--- src/rtl/jt_pkg.sv ---
// Shared constants and types of the job table.
package jt_pkg;

    localparam int PID_W    = 22;
    localparam int JID_W    = 16;
    localparam int KIND_W   = 3;
    localparam int STATE_W  = 2;
    localparam int STATUS_W = 2;

    localparam int SLOT_COUNT_DEF  = 16;
    localparam int JOB_ID_BITS_DEF = 16;

    // Command kinds
    localparam logic [KIND_W-1:0] KIND_ADD      = 3'd0;
    localparam logic [KIND_W-1:0] KIND_REMOVE   = 3'd1;
    localparam logic [KIND_W-1:0] KIND_FIND_PID = 3'd2;
    localparam logic [KIND_W-1:0] KIND_FIND_JID = 3'd3;
    localparam logic [KIND_W-1:0] KIND_FG       = 3'd4;

    // Run states
    localparam logic [STATE_W-1:0] ST_NONE = 2'd0;
    localparam logic [STATE_W-1:0] ST_FG   = 2'd1;

    // Result status codes
    localparam logic [STATUS_W-1:0] STATUS_OK        = 2'd0;
    localparam logic [STATUS_W-1:0] STATUS_NOT_FOUND = 2'd1;
    localparam logic [STATUS_W-1:0] STATUS_FULL      = 2'd2;
    localparam logic [STATUS_W-1:0] STATUS_BAD_ID    = 2'd3;

    // Control from the sequencer to the scan unit
    typedef struct packed {
        logic              clear;
        logic [KIND_W-1:0] kind;
    } scan_ctl_t;

endpackage

--- src/rtl/jt_slot_ram.sv ---
// Slot memory: one write port, one registered read port, per-entry valid bits.
module jt_slot_ram #(
    parameter int DEPTH  = jt_pkg::SLOT_COUNT_DEF,
    parameter int DATA_W = 40
) (
    input  logic                     clk,
    input  logic                     rst_n,
    input  logic                     wr_en,
    input  logic [$clog2(DEPTH)-1:0] wr_addr,
    input  logic [DATA_W-1:0]        wr_data,
    input  logic                     rd_en,
    input  logic [$clog2(DEPTH)-1:0] rd_addr,
    output logic                     rd_vld,
    output logic [$clog2(DEPTH)-1:0] rd_idx,
    output logic [DATA_W-1:0]        rd_data
);

    localparam int AW = $clog2(DEPTH);

    logic [DATA_W-1:0] mem [DEPTH];
    logic [DATA_W-1:0] mem_q_reg;
    logic [DEPTH-1:0]  slot_vld_reg;
    logic              entry_vld_reg;
    logic              rd_vld_reg;
    logic [AW-1:0]     rd_idx_reg;

    // Write and read the array
    always_ff @(posedge clk)
    begin
        if (wr_en)
        begin
            mem[wr_addr] <= wr_data;
        end
        if (rd_en)
        begin
            mem_q_reg <= mem[rd_addr];
        end
    end

    // Track written entries; an unwritten entry reads as empty
    always_ff @(posedge clk or negedge rst_n)
    begin
        if (!rst_n)
        begin
            slot_vld_reg  <= '0;
            entry_vld_reg <= 1'b0;
            rd_vld_reg    <= 1'b0;
            rd_idx_reg    <= '0;
        end
        else
        begin
            if (wr_en)
            begin
                slot_vld_reg[wr_addr] <= 1'b1;
            end
            rd_vld_reg <= rd_en;
            if (rd_en)
            begin
                entry_vld_reg <= slot_vld_reg[rd_addr];
                rd_idx_reg    <= rd_addr;
            end
        end
    end

    assign rd_vld  = rd_vld_reg;
    assign rd_idx  = rd_idx_reg;
    assign rd_data = entry_vld_reg ? mem_q_reg : '0;

endmodule

--- src/rtl/jt_scan.sv ---
// Scan unit: finds the first matching slot and the largest remaining job id.
module jt_scan #(
    parameter int SLOT_COUNT  = jt_pkg::SLOT_COUNT_DEF,
    parameter int JOB_ID_BITS = jt_pkg::JOB_ID_BITS_DEF
) (
    input  logic                          clk,
    input  logic                          rst_n,
    input  jt_pkg::scan_ctl_t             ctl,
    input  logic                          rd_vld,
    input  logic [$clog2(SLOT_COUNT)-1:0] rd_idx,
    input  logic [jt_pkg::PID_W-1:0]      rd_pid,
    input  logic [JOB_ID_BITS-1:0]        rd_jid,
    input  logic [jt_pkg::STATE_W-1:0]    rd_st,
    input  logic [jt_pkg::PID_W-1:0]      key_pid,
    input  logic [jt_pkg::JID_W-1:0]      key_jid,
    output logic                          hit,
    output logic [$clog2(SLOT_COUNT)-1:0] hit_idx,
    output logic [jt_pkg::PID_W-1:0]      hit_pid,
    output logic [JOB_ID_BITS-1:0]        hit_jid,
    output logic [jt_pkg::STATE_W-1:0]    hit_st,
    output logic [JOB_ID_BITS-1:0]        max_jid
);

    localparam int IDX_W = $clog2(SLOT_COUNT);
    localparam int JCW   = (JOB_ID_BITS > jt_pkg::JID_W) ? JOB_ID_BITS : jt_pkg::JID_W;

    logic                         match;
    logic                         first;
    logic [JCW-1:0]               rd_jid_ext;
    logic [JCW-1:0]               key_jid_ext;
    logic                         hit_reg;
    logic [JOB_ID_BITS-1:0]       max_reg;
    logic [IDX_W-1:0]             hit_idx_reg;
    logic [jt_pkg::PID_W-1:0]     hit_pid_reg;
    logic [JOB_ID_BITS-1:0]       hit_jid_reg;
    logic [jt_pkg::STATE_W-1:0]   hit_st_reg;

    assign rd_jid_ext  = JCW'(rd_jid);
    assign key_jid_ext = JCW'(key_jid);

    // Match rule for the command in progress
    always_comb
    begin
        case (ctl.kind)
            jt_pkg::KIND_ADD:                         match = (rd_pid == '0);
            jt_pkg::KIND_REMOVE, jt_pkg::KIND_FIND_PID: match = (rd_pid == key_pid);
            jt_pkg::KIND_FIND_JID:                    match = (rd_jid_ext == key_jid_ext);
            jt_pkg::KIND_FG:                          match = (rd_st == jt_pkg::ST_FG);
            default:                                  match = 1'b0;
        endcase
    end

    assign first = rd_vld && match && !hit_reg;

    // Hold first hit; fold every other entry into the running maximum
    always_ff @(posedge clk or negedge rst_n)
    begin
        if (!rst_n)
        begin
            hit_reg <= 1'b0;
            max_reg <= '0;
        end
        else if (ctl.clear)
        begin
            hit_reg <= 1'b0;
            max_reg <= '0;
        end
        else if (rd_vld)
        begin
            if (first)
            begin
                hit_reg <= 1'b1;
            end
            else if (rd_jid > max_reg)
            begin
                max_reg <= rd_jid;
            end
        end
    end

    // Capture the first matching entry
    always_ff @(posedge clk)
    begin
        if (first)
        begin
            hit_idx_reg <= rd_idx;
            hit_pid_reg <= rd_pid;
            hit_jid_reg <= rd_jid;
            hit_st_reg  <= rd_st;
        end
    end

    assign hit     = hit_reg;
    assign hit_idx = hit_idx_reg;
    assign hit_pid = hit_pid_reg;
    assign hit_jid = hit_jid_reg;
    assign hit_st  = hit_st_reg;
    assign max_jid = max_reg;

endmodule

--- src/rtl/job_table_with_id_allocation_core.sv ---
// Job table with job id allocation: one command in, one result out per transaction.
// The slot memory has one read port and every command reads all slots in order, one per
// cycle, then passes through a last-read state and a write-back and result state before
// the block is ready again. A command with a zero id or an unknown kind skips the scan
// and goes straight to write-back. The result sits in an output register, so the next
// command is accepted while a result still waits; a result not taken holds the block in
// its write-back state. After reset the table is empty and the next job id is 1; no
// clearing pass is needed.
module job_table_with_id_allocation_core #(
    parameter int SLOT_COUNT  = jt_pkg::SLOT_COUNT_DEF,
    parameter int JOB_ID_BITS = jt_pkg::JOB_ID_BITS_DEF
) (
    input  logic                        clk,
    input  logic                        rst_n,
    input  logic                        in_valid,
    output logic                        in_ready,
    input  logic [jt_pkg::KIND_W-1:0]   kind,
    input  logic [jt_pkg::PID_W-1:0]    process_id,
    input  logic [jt_pkg::JID_W-1:0]    job_id,
    input  logic [jt_pkg::STATE_W-1:0]  new_state,
    input  logic                        write_state,
    output logic                        out_valid,
    input  logic                        out_ready,
    output logic [jt_pkg::STATUS_W-1:0] status,
    output logic [jt_pkg::PID_W-1:0]    found_process_id,
    output logic [jt_pkg::JID_W-1:0]    found_job_id,
    output logic [jt_pkg::STATE_W-1:0]  found_state
);

    localparam int IDX_W = $clog2(SLOT_COUNT);
    localparam int ENT_W = jt_pkg::PID_W + JOB_ID_BITS + jt_pkg::STATE_W;
    localparam int JW1   = JOB_ID_BITS + 1;
    localparam int CW    = (JW1 > 9) ? JW1 : 9;
    localparam int JPW   = (JOB_ID_BITS > jt_pkg::JID_W) ? JOB_ID_BITS : jt_pkg::JID_W;

    typedef enum logic [1:0] {S_IDLE, S_SCAN, S_LAST, S_UPDATE} state_t;

    state_t                        state_reg, state_next;
    logic [IDX_W-1:0]              rd_addr_reg, rd_addr_next;
    logic [JOB_ID_BITS-1:0]        next_jid_reg, next_jid_next;
    logic                          out_valid_reg, out_valid_next;
    logic [jt_pkg::STATUS_W-1:0]   status_reg, status_next;
    logic [jt_pkg::PID_W-1:0]      opid_reg, opid_next;
    logic [jt_pkg::JID_W-1:0]      ojid_reg, ojid_next;
    logic [jt_pkg::STATE_W-1:0]    ost_reg, ost_next;

    logic [jt_pkg::KIND_W-1:0]     kind_reg;
    logic [jt_pkg::PID_W-1:0]      pid_reg;
    logic [jt_pkg::JID_W-1:0]      jid_reg;
    logic [jt_pkg::STATE_W-1:0]    nst_reg;
    logic                          wr_reg;
    logic                          bad_reg;

    logic                          accept;
    logic                          in_bad;
    logic                          rd_en;
    logic                          rd_last;
    logic                          load;
    logic                          wr_en;
    logic [ENT_W-1:0]              wr_data;
    logic                          rd_vld;
    logic [IDX_W-1:0]              rd_idx;
    logic [ENT_W-1:0]              rd_data;
    jt_pkg::scan_ctl_t             scan_ctl;

    logic                          hit;
    logic [IDX_W-1:0]              hit_idx;
    logic [jt_pkg::PID_W-1:0]      hit_pid;
    logic [JOB_ID_BITS-1:0]        hit_jid;
    logic [jt_pkg::STATE_W-1:0]    hit_st;
    logic [JOB_ID_BITS-1:0]        max_jid;

    logic [CW-1:0]                 add_n;
    logic [JOB_ID_BITS-1:0]        add_id;
    logic [JW1-1:0]                rem_n;
    logic [JOB_ID_BITS-1:0]        rem_id;
    logic [JPW-1:0]                next_pad;
    logic [JPW-1:0]                hit_pad;

    // Handshake and command check
    assign in_ready = (state_reg == S_IDLE);
    assign accept   = in_valid && in_ready;

    always_comb
    begin
        case (kind)
            jt_pkg::KIND_ADD, jt_pkg::KIND_REMOVE, jt_pkg::KIND_FIND_PID:
                in_bad = (process_id == '0);
            jt_pkg::KIND_FIND_JID:
                in_bad = (job_id == '0);
            jt_pkg::KIND_FG:
                in_bad = 1'b0;
            default:
                in_bad = 1'b1;
        endcase
    end

    // Scan read sequencing
    assign rd_en   = (state_reg == S_SCAN);
    assign rd_last = (rd_addr_reg == IDX_W'(SLOT_COUNT - 1));
    assign load    = (state_reg == S_UPDATE) && (!out_valid_reg || out_ready);

    assign scan_ctl.clear = accept;
    assign scan_ctl.kind  = kind_reg;

    jt_slot_ram #(
        .DEPTH  (SLOT_COUNT),
        .DATA_W (ENT_W)
    ) u_ram (
        .clk     (clk),
        .rst_n   (rst_n),
        .wr_en   (wr_en),
        .wr_addr (hit_idx),
        .wr_data (wr_data),
        .rd_en   (rd_en),
        .rd_addr (rd_addr_reg),
        .rd_vld  (rd_vld),
        .rd_idx  (rd_idx),
        .rd_data (rd_data)
    );

    jt_scan #(
        .SLOT_COUNT  (SLOT_COUNT),
        .JOB_ID_BITS (JOB_ID_BITS)
    ) u_scan (
        .clk     (clk),
        .rst_n   (rst_n),
        .ctl     (scan_ctl),
        .rd_vld  (rd_vld),
        .rd_idx  (rd_idx),
        .rd_pid  (rd_data[ENT_W-1 -: jt_pkg::PID_W]),
        .rd_jid  (rd_data[jt_pkg::STATE_W +: JOB_ID_BITS]),
        .rd_st   (rd_data[jt_pkg::STATE_W-1:0]),
        .key_pid (pid_reg),
        .key_jid (jid_reg),
        .hit     (hit),
        .hit_idx (hit_idx),
        .hit_pid (hit_pid),
        .hit_jid (hit_jid),
        .hit_st  (hit_st),
        .max_jid (max_jid)
    );

    // Next job id after an add: wrap past the slot count or the id range
    assign add_n  = CW'(next_jid_reg) + CW'(1);
    assign add_id = ((add_n > CW'(SLOT_COUNT)) || add_n[JOB_ID_BITS])
                    ? JOB_ID_BITS'(1) : add_n[JOB_ID_BITS-1:0];

    // Next job id after a remove: largest remaining id plus one
    assign rem_n  = JW1'(max_jid) + JW1'(1);
    assign rem_id = rem_n[JOB_ID_BITS] ? JOB_ID_BITS'(1) : rem_n[JOB_ID_BITS-1:0];

    assign next_pad = JPW'(next_jid_reg);
    assign hit_pad  = JPW'(hit_jid);

    // Sequencer, write-back and result
    always_comb
    begin
        state_next     = state_reg;
        rd_addr_next   = rd_addr_reg;
        next_jid_next  = next_jid_reg;
        out_valid_next = out_valid_reg && !out_ready;
        status_next    = status_reg;
        opid_next      = opid_reg;
        ojid_next      = ojid_reg;
        ost_next       = ost_reg;
        wr_en          = 1'b0;
        wr_data        = '0;

        case (state_reg)
            S_IDLE:
            begin
                if (accept)
                begin
                    rd_addr_next = '0;
                    state_next   = in_bad ? S_UPDATE : S_SCAN;
                end
            end
            S_SCAN:
            begin
                rd_addr_next = rd_addr_reg + IDX_W'(1);
                if (rd_last)
                begin
                    state_next = S_LAST;
                end
            end
            S_LAST:
            begin
                state_next = S_UPDATE;
            end
            S_UPDATE:
            begin
                if (load)
                begin
                    state_next     = S_IDLE;
                    out_valid_next = 1'b1;
                    status_next    = jt_pkg::STATUS_NOT_FOUND;
                    opid_next      = '0;
                    ojid_next      = '0;
                    ost_next       = jt_pkg::ST_NONE;
                    if (bad_reg)
                    begin
                        status_next = jt_pkg::STATUS_BAD_ID;
                    end
                    else
                    begin
                        case (kind_reg)
                            jt_pkg::KIND_ADD:
                            begin
                                if (hit)
                                begin
                                    status_next   = jt_pkg::STATUS_OK;
                                    opid_next     = pid_reg;
                                    ojid_next     = next_pad[jt_pkg::JID_W-1:0];
                                    wr_en         = 1'b1;
                                    wr_data       = {pid_reg, next_jid_reg, nst_reg};
                                    next_jid_next = add_id;
                                end
                                else
                                begin
                                    status_next = jt_pkg::STATUS_FULL;
                                end
                            end
                            jt_pkg::KIND_REMOVE:
                            begin
                                if (hit)
                                begin
                                    status_next   = jt_pkg::STATUS_OK;
                                    opid_next     = hit_pid;
                                    ojid_next     = hit_pad[jt_pkg::JID_W-1:0];
                                    ost_next      = hit_st;
                                    wr_en         = 1'b1;
                                    wr_data       = '0;
                                    next_jid_next = rem_id;
                                end
                            end
                            jt_pkg::KIND_FIND_PID, jt_pkg::KIND_FIND_JID:
                            begin
                                if (hit)
                                begin
                                    status_next = jt_pkg::STATUS_OK;
                                    opid_next   = hit_pid;
                                    ojid_next   = hit_pad[jt_pkg::JID_W-1:0];
                                    ost_next    = hit_st;
                                    wr_en       = wr_reg;
                                    wr_data     = {hit_pid, hit_jid, nst_reg};
                                end
                            end
                            jt_pkg::KIND_FG:
                            begin
                                if (hit)
                                begin
                                    status_next = jt_pkg::STATUS_OK;
                                    opid_next   = hit_pid;
                                end
                            end
                            default:
                            begin
                                status_next = jt_pkg::STATUS_BAD_ID;
                            end
                        endcase
                    end
                end
            end
            default:
            begin
                state_next = S_IDLE;
            end
        endcase
    end

    // Hold state, next id and the output register
    always_ff @(posedge clk or negedge rst_n)
    begin
        if (!rst_n)
        begin
            state_reg     <= S_IDLE;
            rd_addr_reg   <= '0;
            next_jid_reg  <= JOB_ID_BITS'(1);
            out_valid_reg <= 1'b0;
            status_reg    <= jt_pkg::STATUS_OK;
            opid_reg      <= '0;
            ojid_reg      <= '0;
            ost_reg       <= jt_pkg::ST_NONE;
        end
        else
        begin
            state_reg     <= state_next;
            rd_addr_reg   <= rd_addr_next;
            next_jid_reg  <= next_jid_next;
            out_valid_reg <= out_valid_next;
            status_reg    <= status_next;
            opid_reg      <= opid_next;
            ojid_reg      <= ojid_next;
            ost_reg       <= ost_next;
        end
    end

    // Capture the command on acceptance
    always_ff @(posedge clk)
    begin
        if (accept)
        begin
            kind_reg <= kind;
            pid_reg  <= process_id;
            jid_reg  <= job_id;
            nst_reg  <= new_state;
            wr_reg   <= write_state;
            bad_reg  <= in_bad;
        end
    end

    assign out_valid        = out_valid_reg;
    assign status           = status_reg;
    assign found_process_id = opid_reg;
    assign found_job_id     = ojid_reg;
    assign found_state      = ost_reg;

endmodule

--- config.mk ---
export PLATFORM = sky130hd
export DESIGN_NAME = job_table_with_id_allocation_core
export DESIGN_NICKNAME = d
export VERILOG_FILES = /design/src/rtl/jt_pkg.sv /design/src/rtl/jt_slot_ram.sv /design/src/rtl/jt_scan.sv /design/src/rtl/job_table_with_id_allocation_core.sv
export SDC_FILE = /design/constraint.sdc
export NUM_CORES = 1
export LEC_CHECK = 0
export BUFFER_PORTS_ARGS = -buffer_cell sky130_fd_sc_hd__buf_4
export CORE_AREA = 5 5 279 281
export DETAILED_ROUTE_END_ITERATION = 10
export DIE_AREA = 0 0 284 286
export MAX_ROUTING_LAYER = met4
export PLACE_DENSITY = 0.62
export SETUP_SLACK_MARGIN = 0.5
export SKIP_CTS_REPAIR_TIMING = 1
export SLEW_MARGIN = 0
export SYNTH_ARGS = -nofsm -noshare
export SYNTH_HDL_FRONTEND = slang
export SYNTH_SLANG_ARGS = --single-unit
--- constraint.sdc ---
create_clock -name clk -period 10.3 [get_ports clk]
set_clock_uncertainty 0.1 [all_clocks]
set_input_delay 3.09 -clock clk [delete_from_list [all_inputs] [get_ports clk]]
set_output_delay 3.09 -clock clk [all_outputs]
set_load 0.02 [all_outputs]
==> metrics.csv, run 1 <==
stage,metric,value,unit
status,status,"finished, final reports clean",
global_route,"Remaining Overflow, GRT",0,
timing,fin crit period,7.111,ns
synth,xor/xnor share of the synthesized area,0.006155,
timing,final-report hold violation count,0,
run,MaxCap Viol Count,0,
layout,Area Growth Syn to Fin,13.92,%
die,Std-Cell Rows,101,
hold_path,worst hold path startpoint,u_ram.rd_idx[3]$_DFFE_PN0P_,
timing,"Slew Viols, Final",0,
timing,unrepaired setup endpoints after global routing,false,
power_and_ir_drop,Pwr Density,233.8,nW/µm²
synth,Post-synth EDFFs,769,
die,IO Pins,92,
setup_path,most frequent CP cell,buf_4,
clock_network,Root Driver,clkbuf_16,
place,Cells after DPL,2980,
clock_network,# H-tree levels,3,
timing,fin crit share,0.6904,
clock_network,Clock Sinks,873,
global_route,pin count of the biggest net entering global routing,112,
route,DR vias,18919,
clock_network,clk_lat worst skew,0.65,ns
setup_path,slack of the worst reg-to-reg path,5.21,ns
synth,"Distinct cells, synth",78,
power_and_ir_drop,Lkg Pwr,14.33,nW
clock_network,CTS Buf Count,93,
synth,"top cells by count, synth","769 x edfxtp_1, 205 x mux4_2, 154 x nand2_1",
route,initial drt markers,1796,
setup_path,worst path required time,10.51,ns
power_and_ir_drop,Overall Power,0.009475,W
synth,Mapped Avg Cell Area,17.94,µm²
synth,post-synthesis mux area share,0.1410,
setup_path,CP cell instances,buf_4 -> nand2b_1 -> nand4b_1 -> or2_1 -> a21oi_1 -> nor2b_1 -> nand2_1 -> nor2_4 -> buf_4,
setup_path,Crit. End Element,register,
global_route,initial antenna violation count,2,
timing,final setup TNS,0,ns
clock_network,CTS tree,yes,
route,DRT Wirelength,85.84,mm
setup_path,CP max-delay cell,nor2_4,
timing,worst hold slack,0.3552,ns
place,GPL Wtd Cong,0.8934,
die,Starting Density,0.4732,
global_route,first-pass GRT wire length,128.6,mm
setup_path,maximum fanout along the worst path,25,
place,post-DP HPWL,53.68,mm
hold_path,Hold Crit Class,register to register,
synth,"Top FF cell, synth",edfxtp_1,
synth,Synth async-reset ratio,0.1191,
synth,Yosys top cell area share,0.6491,
route,DR WL met2,40.65,mm
route,wire length on met3,5.582,mm
clock_network,clock slew seen by the registers of the worst setup and hold paths,0.06,ns
layout,share of layout cells above drive strength 1,0.2399,
layout,Largest register FFs,640,
setup_path,CP Data Arrival Time,7.32,ns
timing,setup violators final,0,
power_and_ir_drop,Max VDD drop,0.1920,mV
die,die footprint,81220,µm²
synth,total number of yosys warnings,0,
synth,"count leader, synth",edfxtp_1,
synth,sequential area share after synthesis,0.7223,
synth,post-synthesis adder-cell area fraction,0.008089,
die,area of the core,75190,µm²
synth,most area-consuming cells after synthesis,"edfxtp_1 65%, mux4_2 13%, dfrtp_1 7.2%",
layout,Final Non-Filler Cells,3156,
setup_path,stages on the worst setup path,9,
setup_path,worst r2r path cells,8,
timing,Fmax,0.1406,GHz
route,routed len/inst,27.20,µm
clock_network,clk buf depth,3,
setup_path,capturing point of the worst reg2reg path,u_ram.mem[9][32]$_DFFE_PP_,
route,DR vias/cell,5.995,
synth,largest family of logic cells by synthesized area,multiplexers,
setup_path,r2r startpoint,state_reg[1]$_DFFE_PN0P_,
die,Die Ht,286,µm
global_route,vias in the first global route,19341,
route,Remaining DRCs,0,
setup_path,Worst path max stage delay,0.92,ns
synth,#FFs+latches synth,873,
timing,Relative slew margins,0.2170,
route,Met1 Routed Length,38.10,mm
route,DR top layer,met4,
place,IO Port Bufs,91,
hold_path,Min-Delay Endpoint,u_scan.hit_idx[3]$_DFFE_PP_,
layout,fin util,0.5390,
synth,Synth Area in Simple Gates,0.05652,
layout,fin nets,2168,
synth,area of the mapped netlist,35580,µm²
setup_path,crit path kind,input port to register,
route,antenna-violating nets left,0,
route,DR pass1 iterations,5,
timing,Slew @ Worst Pin,1.175,ns
global_route,Total Routing Usage GR,0.2173,
setup_path,CP startpoint kind,input port,
setup_path,worst path bufs/invs,2,
die,Die Wd,284,µm
synth,Compound-Gate Fraction of Synth Area,0.04748,
synth,Mapped Nets,2054,
setup_path,"Largest delay share family, worst path",simple AND/OR/NAND/NOR gates,
synth,cells after synthesis,1983,
hold_path,hold path depth,0,
synth,Synth area leader,edfxtp_1,
[cells in the final DEF (no fill, tap or decap), types with 6 or more instances in the layout]
master / n
edfxtp_1: 769
mux4_2: 205
nand2_1: 154
buf_4: 124
dfrtp_1: 99
clkbuf_16: 96
nor2_1: 78
o21ai_0: 58
inv_1: 47
a22oi_1: 46
a21oi_1: 45
mux2i_1: 33
and2_1: 27
a31oi_1: 25
ha_1: 22
clkbuf_1: 21
nor4_1: 20
xnor2_1: 20
nand3_1: 19
clkinv_1: 18
nor2_4: 18
clkinv_2: 18
nand2b_1: 17
nor3_1: 14
or2_2: 12
o21bai_1: 10
nand4_1: 9
bufinv_16: 9
o22ai_1: 8
o31ai_1: 8
nand3b_1: 6
a22o_1: 6
[kinds of logic after synthesis]
| family | count (synthesis) |
|---|---|
| flip-flops | 873 |
| buffers and inverters | 155 |
| AND/OR/NAND/NOR | 412 |
| AO/OA/AOI/OAI | 251 |
| adder cells (fa/ha/maj) | 23 |
| multiplexers | 244 |
| XOR/XNOR | 25 |
[cell type report]
type,count,area [µm²]
Fill cell,5824,34660
Sequential cell,873,25710
Multi-Input combinational cell,955,9369
Clock buffer,120,2522
Tap cell,978,1224
Timing Repair Buffer,125,950.9
Clock inverter,54,564.3
Inverter,49,183.9
Antenna cell,2,5.005
[worst max-delay path by stage]
| stage | from | end |
|---|---|---|
| 2_1_floorplan | out_ready | u_ram.mem[8][0]$_DFFE_PP_ |
| 3_3_place_gp | out_ready | u_ram.mem[9][37]$_DFFE_PP_ |
| 3_5_place_dp | out_ready | u_ram.mem[9][23]$_DFFE_PP_ |
| 4_1_cts | out_ready | u_ram.mem[9][33]$_DFFE_PP_ |
| 5_1_grt | out_ready | u_ram.mem[9][33]$_DFFE_PP_ |
| 6_report | out_ready | u_ram.mem[9][32]$_DFFE_PP_ |
[power by group]
| group | switching (W) | internal, W |
|---|---|---|
| sequential | 0.000250 | 0.00406 |
| clock | 0.00138 | 0.00197 |
| combinational | 0.000993 | 0.000832 |
[stage by stage]
stage | cell area [µm²] | worst slack, ns
2_1_floorplan | 35580 | 3.662
3_3_place_gp | 37440 | 2.674
3_5_place_dp | 37440 | 2.566
4_1_cts | 40520 | 3.239
5_1_grt | 40530 | 2.884
6_report | 40530 | 3.189
[metal layers]
metal  vias to the layer above  GRT usage
li1                       8167          -
met1                     10008     0.3163
met2                       646     0.3294
met3                        98    0.03498
met4                         0    0.05054
met5                         -          -
Note: power is estimated with default switching activity, not from simulation.
==> run 2, diff against run 1 <==
Settings changed: ABC_AREA set to 1, CORE_AREA 5 5 279 281 to 5 5 281 283, DIE_AREA 0 0 284 286 to 0 0 286 288, PLACE_DENSITY 0.62 to 0.65.
Clock period 10.3 ns to 6 ns, I/O delays scaled along.
==> metrics.csv, run 2 <==
stage,metric,value,unit
synth,"count leader, synth",edfxtp_1,
place,IO Port Bufs,91,
synth,"top cells by count, synth","769 x edfxtp_1, 427 x nor2_1, 366 x o21ai_0",
clock_network,Root Driver,clkbuf_16,
layout,# fillers,6338,
global_route,GRT busiest layer,met2,
synth,Yosys top cell area share,0.6405,
power_and_ir_drop,Overall Power,0.01735,W
setup_path,stages on the worst setup path,10,
synth,most area-consuming cells after synthesis,"edfxtp_1 64%, dfrtp_1 7.1%, o21ai_0 5.1%",
route,antenna-violating nets left,0,
setup_path,CP startpoint kind,input port,
die,Std-Cell Rows,102,
layout,Largest register FFs,640,
global_route,pin count of the biggest net entering global routing,186,
global_route,"Remaining Overflow, GRT",0,
global_route,met2 Use GR,0.3637,
die,area of the core,76450,µm²
setup_path,maximum fanout along the worst path,23,
route,routed len/inst,23.23,µm
layout,design area,40780,µm²
place,Post-DP Area,38010,µm²
setup_path,capturing point of the worst reg2reg path,u_scan.hit_idx[3]$_DFFE_PP_,
timing,final setup TNS,0,ns
timing,Fmax,0.2330,GHz
setup_path,"Largest delay share family, worst path",simple AND/OR/NAND/NOR gates,
route,initial drt markers,2690,
hold_path,Min-Delay Endpoint,u_scan.hit_idx[1]$_DFFE_PP_,
synth,Synth area leader,edfxtp_1,
die,die footprint,82370,µm²
global_route,vias in the first global route,23804,
layout,"most common cell after layout, fill and taps aside",edfxtp_1,
global_route,met1 Use GR,0.3245,
run,MaxCap Viol Count,0,
global_route,first-pass GRT wire length,146.2,mm
synth,area of the mapped netlist,36050,µm²
setup_path,CP max-delay cell,nor2_4,
setup_path,Crit. End Element,register,
synth,"Top FF cell, synth",edfxtp_1,
route,DRT Wirelength,96.05,mm
synth,Synth async-reset ratio,0.1191,
timing,final-report hold violation count,0,
setup_path,CP cell instances,buf_4 -> inv_1 -> nand2_1 -> nand2_1 -> nor2_4 -> inv_2 -> nor3_1 -> nand3_1 -> nor2_4 -> buf_12,
synth,#FFs+latches synth,873,
place,GPL Wtd Cong,0.9315,
die,IO Pins,92,
die,Die Wd,286,µm
route,Remaining DRCs,0,
clock_network,CTS Buf Count,86,
synth,Mapped Nets,3083,
setup_path,Worst path max stage delay,0.77,ns
layout,fin util,0.5334,
synth,total number of yosys warnings,0,
clock_network,clk_lat worst skew,0.64,ns
global_route,Total Routing Usage GR,0.2361,
layout,most frequent cells in the layout,"769 x edfxtp_1, 408 x nor2_1, 366 x o21ai_0",
synth,Post-synth EDFFs,769,
synth,Mapped Avg Cell Area,11.97,µm²
setup_path,CP Data Arrival Time,4.52,ns
clock_network,# H-tree levels,3,
timing,fin crit period,4.292,ns
layout,area of the multi-input gates,9134,µm²
timing,fin crit share,0.7153,
global_route,met3 Resource Use GR,0.04949,
layout,fin nets,3144,
setup_path,worst path required time,6.23,ns
timing,unrepaired setup endpoints after global routing,false,
power_and_ir_drop,Pwr Density,425.4,nW/µm²
hold_path,Hold Crit Class,register to register,
timing,Slew @ Worst Pin,1.350,ns
layout,register area,25710,µm²
synth,cells after synthesis,3012,
die,Die Ht,288,µm
route,DR vias,24559,
clock_network,CTS tree,yes,
power_and_ir_drop,Max VDD drop,0.2510,mV
route,DR pass1 iterations,6,
hold_path,hold path depth,0,
timing,Relative slew margins,0.1002,
setup_path,slack of the worst reg-to-reg path,2.33,ns
synth,sequential area share after synthesis,0.7127,
status,status,"finished, final reports clean",
global_route,initial antenna violation count,2,
hold_path,worst hold path startpoint,u_ram.rd_idx[1]$_DFFE_PN0P_,
clock_network,clock slew seen by the registers of the worst setup and hold paths,0.06,ns
setup_path,worst r2r path cells,9,
place,post-DP HPWL,59.22,mm
layout,Area Growth Syn to Fin,13.11,%
power_and_ir_drop,Lkg Pwr,14.12,nW
timing,setup violators final,0,
setup_path,r2r startpoint,u_ram.entry_vld_reg$_DFFE_PN0P_,
synth,"Distinct cells, synth",43,
timing,"Slew Viols, Final",0,
clock_network,Clock Sinks,873,
layout,share of layout cells above drive strength 1,0.1084,
setup_path,worst path bufs/invs,4,
route,DR vias/cell,5.939,
clock_network,clk buf depth,3,
die,Starting Density,0.4716,
setup_path,crit path kind,input port to register,
run 2: changes by cell type after synthesis, sizes merged, moves of 30 or more:
cell / before / now
a21oi: 45 / 75
inv: 48 / 166
clkbuf: 70 / 137
nand3: 21 / 213
nand2: 154 / 329
a22oi: 47 / 1
mux4: 205 / 0
o22ai: 8 / 128
o221ai: 2 / 67
o21ai: 63 / 369
mux2i: 33 / 0
nor2: 96 / 431
run 2: logic make-up after synthesis:
family | synth area share
AND/OR/NAND/NOR | 0.1230
flip-flops | 0.7127
AO/OA/AOI/OAI | 0.1141
buffers and inverters | 0.03779
adder cells (fa/ha/maj) | 0.007982
XOR/XNOR | 0.004373
run 2: final cells by class:
cell class | instances | area share
Sequential cell | 873 | 0.6304
Clock buffer | 112 | 0.05692
Antenna cell | 2 | 0.0001227
Timing Repair Buffer | 152 | 0.03136
Multi-Input combinational cell | 1790 | 0.2240
Inverter | 170 | 0.01596
Tap cell | 988 | 0.03032
Clock inverter | 48 | 0.01092
run 2: worst max-delay path by stage:
stage	from	endpoint
after floorplan	out_ready	u_ram.mem[10][0]$_DFFE_PP_
after global placement	out_ready	u_ram.mem[6][2]$_DFFE_PP_
after detailed placement	out_ready	u_ram.mem[6][8]$_DFFE_PP_
after CTS	out_ready	u_ram.mem[6][32]$_DFFE_PP_
after global routing	out_ready	u_ram.mem[6][32]$_DFFE_PP_
final	out_ready	u_ram.mem[6][11]$_DFFE_PP_
run 2: layer usage:
metal  part of all wire  up-vias
met5                  0        -
met1               0.42    12215
met4              0.022        0
met2               0.47     1091
met3              0.088      151
li1                   -    11102
run 2: per-stage QoR:
| stage | cells | hold slack, ns | setup slack [ns] |
|---|---|---|---|
| after global placement | 3973 | 0.3313 | 1.122 |
| after floorplan | 3012 | 0.3253 | 0.8805 |
| after global routing | 4135 | 0.3478 | 1.514 |
| final | 4135 | 0.3387 | 1.708 |
| after CTS | 4133 | 0.3412 | 1.712 |
| after detailed placement | 3973 | 0.3443 | 1.076 |
run 2: where the power goes:
group          internal (W)  switching (W)
Sequential          0.00708       0.000432
Clock               0.00301        0.00228
Combinational       0.00121        0.00335
==> run 3, diff against run 2 <==
Settings changed: ABC_AREA 1 to 0, CORE_AREA 5 5 281 283 to 5 5 279 281, DIE_AREA 0 0 286 288 to 0 0 284 286, PLACE_DENSITY 0.65 to 0.62.
Clock period 6 ns to 4.35 ns, I/O delays scaled along.
==> metrics.csv, run 3 (same netlist as run 1, synthesis figures left out) <==
stage,metric,value,unit
timing,Slew @ Worst Pin,1.110,ns
setup_path,Crit. End Element,register,
power_and_ir_drop,Max VDD drop,0.3508,mV
status,status,"finished, final reports clean",
setup_path,maximum fanout along the worst path,44,
setup_path,capturing point of the worst reg2reg path,u_scan.hit_jid[1]$_DFFE_PP_,
clock_network,# H-tree levels,3,
route,DR vias/cell,5.954,
hold_path,Hold Crit Class,register to register,
route,routed len/inst,25.40,µm
place,post-DP HPWL,54.33,mm
global_route,pin count of the biggest net entering global routing,103,
layout,Final Non-Filler Cells,3192,
route,antenna-violating nets left,0,
route,DRT Wirelength,81.07,mm
layout,# fillers,5813,
layout,share of layout cells above drive strength 1,0.2543,
setup_path,slack of the worst reg-to-reg path,0.89,ns
clock_network,Clock Sinks,873,
clock_network,CTS tree,yes,
route,Remaining DRCs,0,
route,initial drt markers,2004,
timing,Fmax,0.2891,GHz
setup_path,Worst Setup SP,pid_reg[2]$_DFFE_PP_,
timing,fin crit share,0.7952,
place,GPL Wtd Cong,0.9109,
place,Cells after DPL,3032,
setup_path,CP Data Arrival Time,3.61,ns
setup_path,r2r startpoint,pid_reg[2]$_DFFE_PP_,
hold_path,hold path depth,0,
power_and_ir_drop,Lkg Pwr,14.51,nW
global_route,first-pass GRT wire length,122.6,mm
timing,worst hold slack,0.3495,ns
setup_path,crit path kind,register to register,
setup_path,CP startpoint kind,register,
setup_path,worst path required time,4.50,ns
timing,final setup TNS,0,ns
timing,fin crit period,3.459,ns
layout,"most common cell after layout, fill and taps aside",edfxtp_1,
die,IO Pins,92,
layout,Area Growth Syn to Fin,14.71,%
timing,unrepaired setup endpoints after global routing,false,
timing,Relative slew margins,0.2592,
die,die footprint,81220,µm²
layout,Largest register FFs,640,
route,DR pass1 iterations,5,
global_route,Total Routing Usage GR,0.2047,
hold_path,worst hold path startpoint,u_ram.rd_idx[3]$_DFFE_PN0P_,
layout,design area,40810,µm²
place,Post-DP Area,38010,µm²
clock_network,clk buf depth,3,
hold_path,Min-Delay Endpoint,u_scan.hit_idx[3]$_DFFE_PP_,
layout,most frequent cells in the layout,"769 x edfxtp_1, 205 x mux4_2, 161 x buf_4",
die,Die Wd,284,µm
die,Std-Cell Rows,101,
clock_network,clock slew seen by the registers of the worst setup and hold paths,0.06,ns
die,Die Ht,286,µm
timing,final-report hold violation count,0,
clock_network,CTS Buf Count,87,
setup_path,worst r2r path cells,8,
die,Starting Density,0.4732,
clock_network,Root Driver,clkbuf_16,
timing,setup violators final,0,
global_route,"Remaining Overflow, GRT",0,
route,DR vias,19006,
run,MaxCap Viol Count,0,
layout,fin nets,2214,
global_route,initial antenna violation count,0,
power_and_ir_drop,Pwr Density,536.4,nW/µm²
timing,"Slew Viols, Final",0,
clock_network,clk_lat worst skew,0.64,ns
global_route,vias in the first global route,19023,
die,area of the core,75190,µm²
place,IO Port Bufs,91,
layout,diode count,0,
==> run 3: cell count changes in the layout (fill, tap and decap cells not counted), sizes merged, moves of 27 or more <==
cell,delta
a21oi,-30
nor2,-335
nand2,-175
and2,+27
a22oi,+46
o21ai,-306
o221ai,-65
mux2i,+33
inv,-118
nand3,-192
mux4,+205
o22ai,-120
==> run 3: report_power, final <==
| group | internal, W | switching (W) | total (W) |
|---|---|---|---|
| Sequential | 0.00960 | 0.000585 | 0.0102 |
| Combinational | 0.00203 | 0.00237 | 0.00440 |
| Clock | 0.00415 | 0.00316 | 0.00730 |
==> run 3: cell type report <==
cell class | instances | area (µm²) | share of cell area
inverters | 49 | 183.9 | 0.004507
repair buffers | 177 | 1529 | 0.03747
multi-input cells | 955 | 9369 | 0.2296
clock buffers | 105 | 2245 | 0.05500
flip-flops and latches | 873 | 25710 | 0.6299
well taps | 978 | 1224 | 0.02998
clock inverters | 55 | 551.8 | 0.01352
==> run 3: worst max path at each step <==
stage / end / slack, ns / cells past startpoint
after floorplan: u_ram.mem[0][0]$_DFFE_PP_ / 0.12 / 9
after CTS: u_scan.hit_idx[0]$_DFFE_PP_ / 0.87 / 8
after detailed placement: u_ram.mem[13][31]$_DFFE_PP_ / 0.36 / 9
final: u_scan.hit_jid[1]$_DFFE_PP_ / 0.89 / 8
after global placement: u_ram.mem[13][28]$_DFFE_PP_ / 0.36 / 9
after global routing: u_scan.hit_pid[12]$_DFFE_PP_ / 0.76 / 8
==> run 3: critical path, cell delays in order (launching register included) <==
cell,delay [ns]
edfxtp_1,0.49
nor2b_1,0.20
a2111oi_2,0.32
nand4_1,0.13
a2111o_1,0.42
nor4b_1,0.54
o21ai_1,0.23
nor2_4,0.11
buf_4,0.53
==> run 3: metal layers <==
layer | routed length [µm] | GRT usage | share of wire
met1 | 37070 | 0.3118 | 0.46
met2 | 36590 | 0.2957 | 0.45
met3 | 5629 | 0.02988 | 0.069
met4 | 1776 | 0.05103 | 0.022
met5 | 0 | - | 0
==> run 3: metrics by stage <==
stage / worst slack [ns] / power (W) / utilization
after floorplan: 0.1204 / 0.01331 / -
after global placement: 0.3574 / 0.01471 / 0.5056
after detailed placement: 0.3613 / 0.01479 / 0.5056
after CTS: 0.8725 / 0.02209 / 0.5428
after global routing: 0.7647 / 0.02285 / 0.5428
final: 0.8911 / 0.02189 / 0.5428
